File: src/sv/voxel_brush_sculpt_paint_update_unit_defines.svh
// assertion macros used by the pipeline control of the voxel brush update unit
`ifndef VOXEL_BRUSH_SCULPT_PAINT_UPDATE_UNIT_DEFINES_SVH
`define VOXEL_BRUSH_SCULPT_PAINT_UPDATE_UNIT_DEFINES_SVH

// same-cycle implication, checked out of reset
`define VBSP_ASSERT_IMPLY(lbl, ante, cons) \
  lbl: assert property (@(posedge clk) disable iff (!rst_n) (ante) |-> (cons)) \
    else $error("vbsp same-cycle check failed");

// next-cycle implication, checked out of reset
`define VBSP_ASSERT_NEXT(lbl, ante, cons) \
  lbl: assert property (@(posedge clk) disable iff (!rst_n) (ante) |=> (cons)) \
    else $error("vbsp next-cycle check failed");

`endif

File: src/sv/vbsp_pkg.sv
// shared types and constants of the voxel brush update unit
package vbsp_pkg;

  localparam int NUM_STAGES = 4;

  localparam int CFG_IDX_W  = 2;
  localparam int CFG_DATA_W = 16;

  localparam logic signed [15:0] DELTA_LIMIT = 16'sd32767;
  localparam logic [7:0]         FADE_Q8     = 8'd218;
  localparam logic [7:0]         BLEND_HALF  = 8'd128;
  localparam logic [7:0]         BLEND_MAX   = 8'd255;

  typedef enum logic {
    OP_SCULPT = 1'b0,
    OP_PAINT  = 1'b1
  } op_t;

  typedef enum logic [CFG_IDX_W-1:0] {
    CFG_SCULPT_STEP    = 2'd0,
    CFG_PAINT_TEXTURE  = 2'd1,
    CFG_PAINT_STRENGTH = 2'd2
  } cfg_idx_t;

  // per-stage load enables from the pipeline control
  typedef struct packed {
    logic [NUM_STAGES-1:0] ld;
  } stage_en_t;

endpackage

File: src/sv/vbsp_if.sv
// valid/ready channel interfaces for voxel items and results
interface vbsp_in_if
  import vbsp_pkg::*;
();
  logic               valid;
  logic               ready;
  op_t                operation;
  logic [11:0]        voxel_index;
  logic [8:0]         brush_weight;
  logic signed [15:0] old_delta;
  logic [15:0]        old_material;

  modport source (output valid, operation, voxel_index, brush_weight, old_delta,
                  old_material, input ready);
  modport sink (input valid, operation, voxel_index, brush_weight, old_delta,
                old_material, output ready);
endinterface

interface vbsp_out_if;
  logic               valid;
  logic               ready;
  logic [11:0]        out_index;
  logic signed [15:0] new_delta;
  logic [15:0]        new_material;

  modport source (output valid, out_index, new_delta, new_material, input ready);
  modport sink (input valid, out_index, new_delta, new_material, output ready);
endinterface

File: src/sv/vbsp_pipe_ctrl.sv
// valid bits and stall control of the four-stage update pipeline
`include "voxel_brush_sculpt_paint_update_unit_defines.svh"

module vbsp_pipe_ctrl
  import vbsp_pkg::*;
(
  input  logic      clk,
  input  logic      rst_n,
  input  logic      in_valid,
  output logic      in_ready,
  output logic      out_valid,
  input  logic      out_ready,
  output stage_en_t en
);

  logic [NUM_STAGES-1:0] v_r;
  logic [NUM_STAGES-1:0] v_nxt;
  logic [NUM_STAGES-1:0] rdy;

  // a stage may load when empty or when the next one moves on
  always_comb begin
    rdy[NUM_STAGES-1] = !v_r[NUM_STAGES-1] || out_ready;
    for (int i = NUM_STAGES - 2; i >= 0; i--) begin
      rdy[i] = !v_r[i] || rdy[i+1];
    end
  end

  // valid bits follow the data
  always_comb begin
    v_nxt = v_r;
    if (rdy[0]) begin
      v_nxt[0] = in_valid;
    end
    for (int i = 1; i < NUM_STAGES; i++) begin
      if (rdy[i]) begin
        v_nxt[i] = v_r[i-1];
      end
    end
  end

  always_ff @(posedge clk) begin
    if (!rst_n) begin
      v_r <= '0;
    end else begin
      v_r <= v_nxt;
    end
  end

  assign en.ld     = rdy;
  assign in_ready  = rdy[0];
  assign out_valid = v_r[NUM_STAGES-1];

  `VBSP_ASSERT_IMPLY(a_full_when_blocked, !rdy[0], &v_r)
  `VBSP_ASSERT_NEXT(a_accept_fills_first, in_valid && rdy[0], v_r[0])
  `VBSP_ASSERT_NEXT(a_held_stage_keeps, v_r[1] && !rdy[2], v_r[1])
  `VBSP_ASSERT_NEXT(a_stalled_result_kept, v_r[NUM_STAGES-1] && !out_ready,
                    v_r[NUM_STAGES-1])

endmodule

File: src/sv/vbsp_sculpt.sv
// sculpt datapath: delta plus step times weight squared, rounded and saturated
module vbsp_sculpt
  import vbsp_pkg::*;
(
  input  logic               clk,
  input  stage_en_t          en,
  input  op_t                op,
  input  logic [8:0]         wt,
  input  logic signed [15:0] old_delta,
  input  logic signed [15:0] step,
  output logic signed [15:0] new_delta
);

  // stage 1 registers
  op_t                op1_r;
  logic [17:0]        wsq1_r;
  logic [16:0]        mag1_r;
  logic               neg1_r;
  logic signed [15:0] delta1_r;
  // stage 2 registers
  op_t                op2_r;
  logic [34:0]        prod2_r;
  logic               neg2_r;
  logic signed [15:0] delta2_r;
  // stage 3 registers
  op_t                op3_r;
  logic signed [21:0] sum3_r;
  logic signed [15:0] delta3_r;
  // stage 4 register
  logic signed [15:0] nd4_r;

  logic [16:0]        stepx;
  logic [16:0]        mag1_nxt;
  logic [35:0]        rnd;
  logic [19:0]        q;
  logic signed [21:0] qs;
  logic signed [21:0] sum3_nxt;
  logic signed [15:0] nd4_nxt;

  // magnitude of the step, 32768 included
  always_comb begin
    stepx    = {step[15], step};
    mag1_nxt = step[15] ? (17'd0 - stepx) : stepx;
  end

  always_ff @(posedge clk) begin
    if (en.ld[0]) begin
      op1_r    <= op;
      wsq1_r   <= 18'(wt * wt);
      mag1_r   <= mag1_nxt;
      neg1_r   <= step[15];
      delta1_r <= old_delta;
    end
  end

  // full product of magnitude and weight squared
  always_ff @(posedge clk) begin
    if (en.ld[1]) begin
      op2_r    <= op1_r;
      prod2_r  <= 35'(mag1_r * wsq1_r);
      neg2_r   <= neg1_r;
      delta2_r <= delta1_r;
    end
  end

  // round half away from zero, apply sign, add to delta
  always_comb begin
    rnd = {1'b0, prod2_r} + 36'd32768;
    q   = rnd[35:16];
    qs  = signed'({2'b00, q});
    if (neg2_r) begin
      qs = -qs;
    end
    sum3_nxt = {{6{delta2_r[15]}}, delta2_r} + qs;
  end

  always_ff @(posedge clk) begin
    if (en.ld[2]) begin
      op3_r    <= op2_r;
      sum3_r   <= sum3_nxt;
      delta3_r <= delta2_r;
    end
  end

  // saturate, or keep the delta on paint items
  always_comb begin
    if (op3_r == OP_PAINT) begin
      nd4_nxt = delta3_r;
    end else if (sum3_r > 22'(DELTA_LIMIT)) begin
      nd4_nxt = DELTA_LIMIT;
    end else if (sum3_r < -22'(DELTA_LIMIT)) begin
      nd4_nxt = -DELTA_LIMIT;
    end else begin
      nd4_nxt = sum3_r[15:0];
    end
  end

  always_ff @(posedge clk) begin
    if (en.ld[3]) begin
      nd4_r <= nd4_nxt;
    end
  end

  assign new_delta = nd4_r;

endmodule

File: src/sv/vbsp_paint.sv
// paint datapath: slot update and blend weight push toward the painted texture
module vbsp_paint
  import vbsp_pkg::*;
(
  input  logic        clk,
  input  stage_en_t   en,
  input  op_t         op,
  input  logic [8:0]  wt,
  input  logic [15:0] old_material,
  input  logic [3:0]  tex,
  input  logic [15:0] strength,
  output logic [15:0] new_material
);

  typedef enum logic [1:0] {
    ACT_DEC    = 2'd0,
    ACT_INC    = 2'd1,
    ACT_FILL_B = 2'd2,
    ACT_FILL_A = 2'd3
  } act_t;

  // stage 1 registers
  op_t         op1_r;
  act_t        act1_r;
  logic [16:0] p218_1_r;
  logic [24:0] pstr1_r;
  logic [15:0] mat1_r;
  logic [3:0]  tex1_r;
  // stage 2 registers
  op_t         op2_r;
  act_t        act2_r;
  logic [24:0] fprod2_r;
  logic [24:0] pstr2_r;
  logic [15:0] mat2_r;
  logic [3:0]  tex2_r;
  // stage 3 registers
  op_t         op3_r;
  logic        dec3_r;
  logic [9:0]  w3_r;
  logic [3:0]  a3_r;
  logic [3:0]  b3_r;
  logic [24:0] pstr3_r;
  logic [15:0] mat3_r;
  // stage 4 register
  logic [15:0] nm4_r;

  act_t               act1_nxt;
  logic [7:0]         fop;
  logic [7:0]         w2;
  logic [9:0]         w3_nxt;
  logic [3:0]         a3_nxt;
  logic [3:0]         b3_nxt;
  logic signed [25:0] num;
  logic signed [27:0] total;
  logic [7:0]         w4;
  logic [15:0]        nm4_nxt;

  // which slot holds the texture, or which one it replaces
  always_comb begin
    if (old_material[3:0] == tex) begin
      act1_nxt = ACT_DEC;
    end else if (old_material[7:4] == tex) begin
      act1_nxt = ACT_INC;
    end else if (old_material[15:8] < BLEND_HALF) begin
      act1_nxt = ACT_FILL_B;
    end else begin
      act1_nxt = ACT_FILL_A;
    end
  end

  always_ff @(posedge clk) begin
    if (en.ld[0]) begin
      op1_r    <= op;
      act1_r   <= act1_nxt;
      p218_1_r <= 17'(wt * FADE_Q8);
      pstr1_r  <= 25'(wt * strength);
      mat1_r   <= old_material;
      tex1_r   <= tex;
    end
  end

  // fade product: remaining or current weight times pressure times 218
  always_comb begin
    fop = (act1_r == ACT_FILL_B) ? (BLEND_MAX - mat1_r[15:8]) : mat1_r[15:8];
  end

  always_ff @(posedge clk) begin
    if (en.ld[1]) begin
      op2_r    <= op1_r;
      act2_r   <= act1_r;
      fprod2_r <= 25'(fop * p218_1_r);
      pstr2_r  <= pstr1_r;
      mat2_r   <= mat1_r;
      tex2_r   <= tex1_r;
    end
  end

  // weight after slot replacement
  always_comb begin
    w2     = mat2_r[15:8];
    a3_nxt = mat2_r[3:0];
    b3_nxt = mat2_r[7:4];
    num    = signed'({2'b00, w2, 16'd0}) - signed'({1'b0, fprod2_r});
    case (act2_r)
      ACT_FILL_B: begin
        b3_nxt = tex2_r;
        w3_nxt = {2'b00, w2} + {1'b0, fprod2_r[24:16]};
      end
      ACT_FILL_A: begin
        a3_nxt = tex2_r;
        w3_nxt = (num <= 26'sd0) ? 10'd0 : {2'b00, num[23:16]};
      end
      default: begin
        w3_nxt = {2'b00, w2};
      end
    endcase
  end

  always_ff @(posedge clk) begin
    if (en.ld[2]) begin
      op3_r   <= op2_r;
      dec3_r  <= (act2_r == ACT_DEC) || (act2_r == ACT_FILL_A);
      w3_r    <= w3_nxt;
      a3_r    <= a3_nxt;
      b3_r    <= b3_nxt;
      pstr3_r <= pstr2_r;
      mat3_r  <= mat2_r;
    end
  end

  // add or subtract pressure times strength, clamp and repack
  always_comb begin
    if (dec3_r) begin
      total = signed'({2'b00, w3_r, 16'd0}) - signed'({3'b000, pstr3_r});
    end else begin
      total = signed'({2'b00, w3_r, 16'd0}) + signed'({3'b000, pstr3_r});
    end
    if (total[27]) begin
      w4 = 8'd0;
    end else if (total[26:16] > 11'(BLEND_MAX)) begin
      w4 = BLEND_MAX;
    end else begin
      w4 = total[23:16];
    end
    nm4_nxt = (op3_r == OP_PAINT) ? {w4, b3_r, a3_r} : mat3_r;
  end

  always_ff @(posedge clk) begin
    if (en.ld[3]) begin
      nm4_r <= nm4_nxt;
    end
  end

  assign new_material = nm4_r;

endmodule

File: src/sv/voxel_brush_sculpt_paint_update_unit.sv
// top level of the voxel brush sculpt and paint update unit
// Updates one voxel per transaction: sculpt items add step * weight^2 to the density
// delta (rounded half away from zero, saturated to +/-32767), paint items move the
// material blend weight toward the painted texture, replacing a slot when needed.
// The unit is a four-stage pipeline that takes one transaction every clock unless
// the result channel stalls it; the two multiplier stages (weight squared and
// pressure products, then the wide step and fade products) are followed by the two
// add/clamp stages. Backpressure on the result channel stalls only the stages that
// are full, so bubbles keep absorbing input. The user must write the configuration
// registers only while no transaction is in flight; the unit does not enforce this.
module voxel_brush_sculpt_paint_update_unit
  import vbsp_pkg::*;
(
  input  logic                  clk,
  input  logic                  rst_n,
  vbsp_in_if.sink               in_ch,
  vbsp_out_if.source            out_ch,
  input  logic                  cfg_we,
  input  logic [CFG_IDX_W-1:0]  cfg_index,
  input  logic [CFG_DATA_W-1:0] cfg_wdata
);

  logic signed [15:0] sculpt_step_r;
  logic [3:0]         paint_texture_r;
  logic [15:0]        paint_strength_r;
  logic [11:0]        idx_r [NUM_STAGES];
  stage_en_t          en;

  // configuration registers
  always_ff @(posedge clk) begin
    if (!rst_n) begin
      sculpt_step_r    <= '0;
      paint_texture_r  <= '0;
      paint_strength_r <= '0;
    end else if (cfg_we) begin
      case (cfg_index)
        CFG_SCULPT_STEP:    sculpt_step_r    <= signed'(cfg_wdata);
        CFG_PAINT_TEXTURE:  paint_texture_r  <= cfg_wdata[3:0];
        CFG_PAINT_STRENGTH: paint_strength_r <= cfg_wdata;
        default: ;
      endcase
    end
  end

  // pipeline valid and stall control
  vbsp_pipe_ctrl u_ctrl (
    .clk       (clk),
    .rst_n     (rst_n),
    .in_valid  (in_ch.valid),
    .in_ready  (in_ch.ready),
    .out_valid (out_ch.valid),
    .out_ready (out_ch.ready),
    .en        (en)
  );

  // voxel index travels alongside the datapaths
  always_ff @(posedge clk) begin
    if (en.ld[0]) begin
      idx_r[0] <= in_ch.voxel_index;
    end
    for (int i = 1; i < NUM_STAGES; i++) begin
      if (en.ld[i]) begin
        idx_r[i] <= idx_r[i-1];
      end
    end
  end

  // sculpt datapath
  vbsp_sculpt u_sculpt (
    .clk       (clk),
    .en        (en),
    .op        (in_ch.operation),
    .wt        (in_ch.brush_weight),
    .old_delta (in_ch.old_delta),
    .step      (sculpt_step_r),
    .new_delta (out_ch.new_delta)
  );

  // paint datapath
  vbsp_paint u_paint (
    .clk          (clk),
    .en           (en),
    .op           (in_ch.operation),
    .wt           (in_ch.brush_weight),
    .old_material (in_ch.old_material),
    .tex          (paint_texture_r),
    .strength     (paint_strength_r),
    .new_material (out_ch.new_material)
  );

  assign out_ch.out_index = idx_r[NUM_STAGES-1];

endmodule

File: src/flat_wrapper.sv
// flat-port wrapper written by rule: the top's interface ports become plain ports
module voxel_brush_sculpt_paint_update_unit_flat import vbsp_pkg::*;
  (clk, rst_n, cfg_we, cfg_index, cfg_wdata, in_ch_valid, in_ch_operation, in_ch_voxel_index, in_ch_brush_weight, in_ch_old_delta, in_ch_old_material, in_ch_ready, out_ch_valid, out_ch_out_index, out_ch_new_delta, out_ch_new_material, out_ch_ready);
  vbsp_in_if in_ch_i ();
  vbsp_out_if out_ch_i ();
  input  logic clk;
  input  logic rst_n;
  input  logic cfg_we;
  input  logic [CFG_IDX_W-1:0] cfg_index;
  input  logic [CFG_DATA_W-1:0] cfg_wdata;
  input wire logic [$bits(in_ch_i.valid)-1:0] in_ch_valid;
  input wire logic [$bits(in_ch_i.operation)-1:0] in_ch_operation;
  input wire logic [$bits(in_ch_i.voxel_index)-1:0] in_ch_voxel_index;
  input wire logic [$bits(in_ch_i.brush_weight)-1:0] in_ch_brush_weight;
  input wire logic [$bits(in_ch_i.old_delta)-1:0] in_ch_old_delta;
  input wire logic [$bits(in_ch_i.old_material)-1:0] in_ch_old_material;
  output wire logic [$bits(in_ch_i.ready)-1:0] in_ch_ready;
  output wire logic [$bits(out_ch_i.valid)-1:0] out_ch_valid;
  output wire logic [$bits(out_ch_i.out_index)-1:0] out_ch_out_index;
  output wire logic [$bits(out_ch_i.new_delta)-1:0] out_ch_new_delta;
  output wire logic [$bits(out_ch_i.new_material)-1:0] out_ch_new_material;
  input wire logic [$bits(out_ch_i.ready)-1:0] out_ch_ready;
  assign in_ch_i.valid = in_ch_valid;
  assign in_ch_i.operation = in_ch_operation;
  assign in_ch_i.voxel_index = in_ch_voxel_index;
  assign in_ch_i.brush_weight = in_ch_brush_weight;
  assign in_ch_i.old_delta = in_ch_old_delta;
  assign in_ch_i.old_material = in_ch_old_material;
  assign in_ch_ready = in_ch_i.ready;
  assign out_ch_valid = out_ch_i.valid;
  assign out_ch_out_index = out_ch_i.out_index;
  assign out_ch_new_delta = out_ch_i.new_delta;
  assign out_ch_new_material = out_ch_i.new_material;
  assign out_ch_i.ready = out_ch_ready;
  voxel_brush_sculpt_paint_update_unit u_core (.clk(clk), .rst_n(rst_n), .in_ch(in_ch_i), .out_ch(out_ch_i), .cfg_we(cfg_we), .cfg_index(cfg_index), .cfg_wdata(cfg_wdata));
endmodule
File: config.mk
export PLATFORM = sky130hd
export DESIGN_NAME = voxel_brush_sculpt_paint_update_unit_flat
export DESIGN_NICKNAME = d
export VERILOG_FILES = /design/src/sv/vbsp_pkg.sv /design/src/sv/vbsp_if.sv /design/src/sv/vbsp_pipe_ctrl.sv /design/src/sv/vbsp_sculpt.sv /design/src/sv/vbsp_paint.sv /design/src/sv/voxel_brush_sculpt_paint_update_unit.sv /design/src/flat_wrapper.sv
export VERILOG_INCLUDE_DIRS = /design/src /design/src/sv
export SDC_FILE = /design/constraint.sdc
export NUM_CORES = 2
export LEC_CHECK = 0
export BUFFER_PORTS_ARGS = -buffer_cell sky130_fd_sc_hd__buf_2
export CAP_MARGIN = 40
export CORE_ASPECT_RATIO = 1.75
export CORE_MARGIN = 5
export CORE_UTILIZATION = 55
export DETAILED_ROUTE_END_ITERATION = 8
export GPL_TIMING_DRIVEN = 1
export PLACE_DENSITY = 0.81
export SLEW_MARGIN = 20
export SYNTH_ARGS = -nofsm -noshare
export SYNTH_HDL_FRONTEND = slang
export SYNTH_SLANG_ARGS = --single-unit
File: constraint.sdc
create_clock -name clk -period 15.4 [get_ports clk]
set_input_delay 0 -clock clk [delete_from_list [all_inputs] [get_ports clk]]
set_output_delay 0 -clock clk [all_outputs]
set_load 0.005 [all_outputs]
# ---- After elaboration in Yosys (flattened, before gate mapping)
# Memory sizes are Yosys's and may differ from the RTL's.
# Index checks and enable logic that the tools add are counted.
dict set report totals {
  ff_bits 411
  ramBits 48
  in_bits 77
  out_inout_bits 46
  word_cells 105
  mem_count 1
}
# name words width read_ports rd_clocked_by_memory_dff write_ports line_no
set mem_list {}
lappend mem_list {u_core.idx_r 4 12 4 0 4 voxel_brush_sculpt_paint_update_unit.sv:26} ;# logic [11:0] idx_r [NUM_STAGES];
dict set report classes {
  addsub 9
  mul 5
  n_lt_le_gt_ge 5
  eq_ne 7
  mux 24
  n_reduce_logical 15
}
# operator count
set op_table {}
lappend op_table {{$mux 16} 4}
lappend op_table {{$add 35x16->36 const B} 1}
lappend op_table {{$mul 17x18->35} 1}
lappend op_table {{$mux 8} 4}
lappend op_table {{$mux 28} 1}
lappend op_table {{$add 26x25->27} 1}
lappend op_table {{$sub 26x25->27} 1}
lappend op_table {{$le 26x1->1 const B} 1}
lappend op_table {{$sub 24x25->26} 1}
lappend op_table {{$mul 9x16->25} 1}
lappend op_table {{$mul 8x16->24} 1}
lappend op_table {{$add 22x22->22} 1}
lappend op_table {{$gt 22x16->1 const B} 1}
lappend op_table {{$lt 22x16->1 const B} 1}
lappend op_table {{$mux 22} 1}
lappend op_table {{$neg 20->22} 1}
lappend op_table {{$pmux 10 s2} 1}
lappend op_table {{$mul 9x9->18} 1}
lappend op_table {{$sub 1x16->17 const A} 1}
lappend op_table {{$mul 9x7->16 const B} 1}
lappend op_table {{$mux 15} 1}
lappend op_table {{$gt 11x8->1 const B} 1}
lappend op_table {{$add 8x9->10} 1}
lappend op_table {{$mux 1} 10}
lappend op_table {{11 further kinds} 26}

# ---- Logic depth before layout (Yosys ltp)
dict set report depth {
  depth_word 7
  ltp_mapped 24
  ltp_nobuf 22
}

# ---- Modules after synthesis
# Synthesis repeated with hierarchy kept, for this count alone.
dict set report unflattened {
  hier_cells 3715
  area_unflattened_um2 39586.7
}
# mod n_inst cells_per_inst area_each_um2 seq_area_each_um2
set modules_own_cells {}
lappend modules_own_cells {vbsp_paint 1 1688 18357.6 6396.1}
lappend modules_own_cells {vbsp_sculpt 1 1824 18235.0 4354.2}
lappend modules_own_cells {voxel_brush_sculpt_paint_update_unit 1 185 2822.7 2162.1}
lappend modules_own_cells {vbsp_pipe_ctrl 1 18 171.4 80.1}

# ---- Worst setup path before layout
# OpenSTA, ideal clock, no wires.
dict set report synth_timing {
  path_type {register to register}
  start {reg u_core.u_sculpt.mag1_r[10]}
  end {reg u_core.u_sculpt.prod2_r[33] (data pin)}
  setup_time_ps 259
  t_arrival_ps 5964
  path_slack_ps 9177
  path_stages_with_launch 25
  period_less_slack_ps 6223
  path_cell_list {edfxtp_1 -> clkbuf_1 -> clkbuf_1 -> nand2_1 -> fa_1 -> inv_1 -> fa_1 -> inv_1 -> fa_1 -> inv_1 -> fa_1 -> fa_1 -> inv_1 -> fa_1 -> inv_1 -> ha_1 -> a211oi_1 -> o211ai_1 -> a31oi_1 -> a21o_1 -> a211o_1 -> a21oi_1 -> o31ai_1 -> o21ai_0 -> xnor2_1}
}
dict set report synth_via {
  elab_chain_cells 1
}
# item line_no
set synth_rtl {}
lappend synth_rtl {{start: declaration} vbsp_sculpt.sv:17} ;# logic [16:0] mag1_r;
lappend synth_rtl {{start signal: assignment} vbsp_sculpt.sv:50} ;# mag1_r <= mag1_nxt;
lappend synth_rtl {{$mul 17x18->35} vbsp_sculpt.sv:60} ;# prod2_r <= 35'(mag1_r * wsq1_r);
lappend synth_rtl {{end signal: assignment} vbsp_sculpt.sv:60}
lappend synth_rtl {{end: declaration} vbsp_sculpt.sv:22} ;# logic [34:0] prod2_r;
# No other way between the ends.
# A chain may end at the register's enable or synchronous reset.

# ---- Worst setup path after layout
dict set report layout_timing {
  start {reg u_core.u_sculpt.wsq1_r[5]}
  end {reg u_core.u_sculpt.prod2_r[33] (data pin)}
}
dict set report layout_via {
  elab_chain_cells 1
}
# item line_no
set layout_rtl {}
lappend layout_rtl {{start: declaration} vbsp_sculpt.sv:16} ;# logic [17:0] wsq1_r;
lappend layout_rtl {{start signal: assignment} vbsp_sculpt.sv:49} ;# wsq1_r <= 18'(wt * wt);
lappend layout_rtl {{$mul 17x18->35} vbsp_sculpt.sv:60}
# No other way between the ends.

==> flow_summary.toml <==
[sta]
hold_viol = 0
max_slew.worst_pin.slew_ps = 863
timing.final.crit_period_ps = 7010
maxSlewViolCount = 0
timing.slew.headroom_pct = 42.5
worst_hold_slack_ps = 33.3
min_period_over_period_pct = 45.5
setup_viol = 0
fin_worst_skew_ps = 28.2
setup_tns_ps = 0
rsz0062_at_grt = "no"
timing.fmax_mhz = 143

[setup_path]
arrival_ps = 7350
path_cells = "nand2_1, fa_1, inv_1, fa_1, inv_1, fa_1, inv_1, fa_1, fa_1, inv_1, fa_1, inv_1, ha_1, a211oi_1, o211ai_1, a31oi_1, a21o_1, a211o_1, a21oi_1, o31ai_1, o21ai_0, xnor2_1"
crit_fanout = 17
crit_top_cell = "fa_1"
startpoint = "u_core.u_sculpt.wsq1_r[5]"
worst_r2r_startpoint = "u_core.u_sculpt.wsq1_r[5]"
cp.required_ps = 15740
endpoint_kind = "flop"
start_kind = "flop"
ff2ff_path_depth = 22
endpoint = "u_core.u_sculpt.prod2_r[33]"
crit_path_max_incr_delay_ps = 780
critical-path-top-delay-family = "adder cells"
critPathBufInv = 5
r2r-end = "u_core.u_sculpt.prod2_r[33]"
crit_cells = 22
path_class = "flop to flop"
rrSetupSlack_ps = 8390
cpMaxStageDelayCell = "edfxtp_1"

[yosys]
synth_top_cell_by_area = "edfxtp_1"
synthArstFlopShare_pct = 0
ys_ff_latch = 442
syn_inst = 3640
yosysMostFrequentCell = "inv_1"
synthDistinctLibCells = 80
synth.avg_cell_area_um2 = 10.7
ys_top_cells_by_area = "edfxtp_1 (31%), fa_1 (24%), ha_1 (11%)"
yosys.area.top_type_share_pct = 31.0
seq_area_frac_synth_pct = 33.1
yosysWarnings = 0
synth_common_cells = "inv_1 (599), nand2_1 (472), fa_1 (466), edfxtp_1 (402), ha_1 (335)"
synth_enable_flop_cells = 402
synth_area_um2 = 38900
synthFlopType = "edfxtp_1"

[drt]
drt-pass1-iter-count = 5
top_layer = "met4"
met3WireLength_um = 4970
drcViolationCount = 0
met1_length_um = 30100
vias_per_cell = 5.65
ant_nets = 0
routed_wl_um = 91900
wl_per_cell_um = 19.4
routed-via-count = 26773
met2_length_um = 50100
drt_iter0_markers = 1735

[global_routing]
track_usage_pct = 24.3
grt_pass1_vias = 29271
grt-ovfl-total = 0
grt_pass1_wl_um = 148000
grt_max_degree = 62
antenna_found_initial = 1

[die]
rows = 129
die_w_um = 211
die_h_um = 362
core_um2 = 70400
start_util_pct = 55.3
die_area_um2 = 76300
ios = 123

[layout]
drive_gt1_share_pct = 6.60
final_cells = 4735
nets = 4665
syn_to_final_growth_pct = 9.23
num-fill-cells = 5604

[clocking]
cts_max_path_buffers = 3
cts_num_sinks = 442
cts.htree.levels = 2
ctsResizeCount = 0
cts_hold_buf = 69
cts_tree = "done"
clk_latency_ps = 590
cts-root-buf = "clkbuf_16"
post_cts_buffers = 0
path_clk_slew_ps = 70
cts_buffers = 42

[place]
port_buffers = 122
dp_cells = 4590
place.gp.congestion = 0.924
dp_hpwl_um = 72500

[power_and_ir_drop]
leakagePower_nw = 19.6
ir_worst_vdd_v = 0.000267
p_per_area_nw_per_um2 = 180

[status]
status = "finished, final reports clean"

[flow_run]
max_cap_viol_count = 0

[min_path]
hp-class = "input pin to flop"
## worst reg2reg max path, delay by kind of cell (launching register included)
kind | cells | cell delay, ps
simple gates | 1 | 180
compound gates | 8 | 1890
buf+inv | 5 | 280
fa+ha+maj | 7 | 3470
flops | 1 | 780
xor+xnor | 1 | 170
## sequential cells by signal, indices dropped and copies added, names as in the netlist, 20 cells and up
register and cells:
u_core.u_sculpt.sum3_r 22, u_core.u_paint.fprod2_r 24, u_core.u_paint.pstr2_r 25, u_core.u_paint.pstr3_r 25
u_core.u_paint.pstr1_r 25, u_core.u_sculpt.prod2_r 20, u_core.idx_r 48
## placed cells by master (no fill, tap or decap), types with 19 or more instances in the layout
master         netlist  routed
nor2_1             123     123
nor4_1              21      21
nand3_1             45      45
dfxtp_1             40      40
a21boi_0            36      36
and2_1             272     272
xor2_1              42      42
edfxtp_1           402     402
xnor2_1            139     139
o21ai_0             82      82
o21a_1              27      27
fa_1               466     466
dlygate4sd3_1        0      69
nor3_1              36      36
clkbuf_16            0      43
ha_1               335     335
nand2_1            472     470
a21oi_1             88      88
inv_1              599     597
mux2_2              19      19
buf_2                3     122
a21o_1              24      24
nor2b_1             28      28
## metal layers
layer,GRT usage [%],vias up
met5,0,-
met4,15.0,0
met3,3.22,362
met2,46.1,1044
met1,24.9,13306
li1,-,12061
## worst min path at each step
stage	startpoint	to	depth (start not counted)
floorplan	in_ch_voxel_index[0]	u_core.idx_r[0][0]	0
global placement	in_ch_old_material[11]	u_core.u_paint.mat1_r[11]	1
detailed placement	in_ch_old_material[8]	u_core.u_paint.mat1_r[8]	1
CTS	rst_n	u_core.paint_strength_r[13]	2
global route	rst_n	u_core.sculpt_step_r[3]	2
finish	rst_n	u_core.paint_strength_r[13]	2
## kinds of logic (layout without fill, tap and decap cells)
kind of cell,after synthesis,count (layout),synth area share (%)
AOI/OAI and AO/OA,391,391,6.74
muxes,26,26,0.730
other,2,11,0.0193
buffers and inverters,715,884,6.96
DFF,442,442,33.1
and+or+nand+nor,1082,1082,13.6
adders and majority gates,801,801,34.8
xor gates and xnor gates,181,181,4.08
## cell type report
class	count	area, um2	area share, %
clock buffer	49	1100	2.59
tap	917	1150	2.70
sequential	442	12900	30.3
antenna	1	2.50	0.00589
multi-input combinational	2491	23400	55.0
inverter	600	2250	5.31
timing repair buffer	210	1500	3.54
clock inverter	25	238	0.560
## where the power goes
group	internal, mW	switching (mW)
clock network	0.568	0.469
registers	1.76	0.290
logic	2.02	2.55
total	4.35	3.31
## metrics by stage
stage          setup WS (ps)  total power [mW]  utilization [%]  cell area (um2)
2_1_floorplan           9180              5.50                -            38900
3_3_place_gp            8700              6.35             57.3            40300
3_5_place_dp            8560              6.55             57.5            40400
4_1_cts                 8510              7.63             60.3            42500
5_1_grt                 8130              8.33             60.4            42500
6_report                8390              7.66             60.4            42500
No activity file was read; power rests on OpenSTA's default activity.
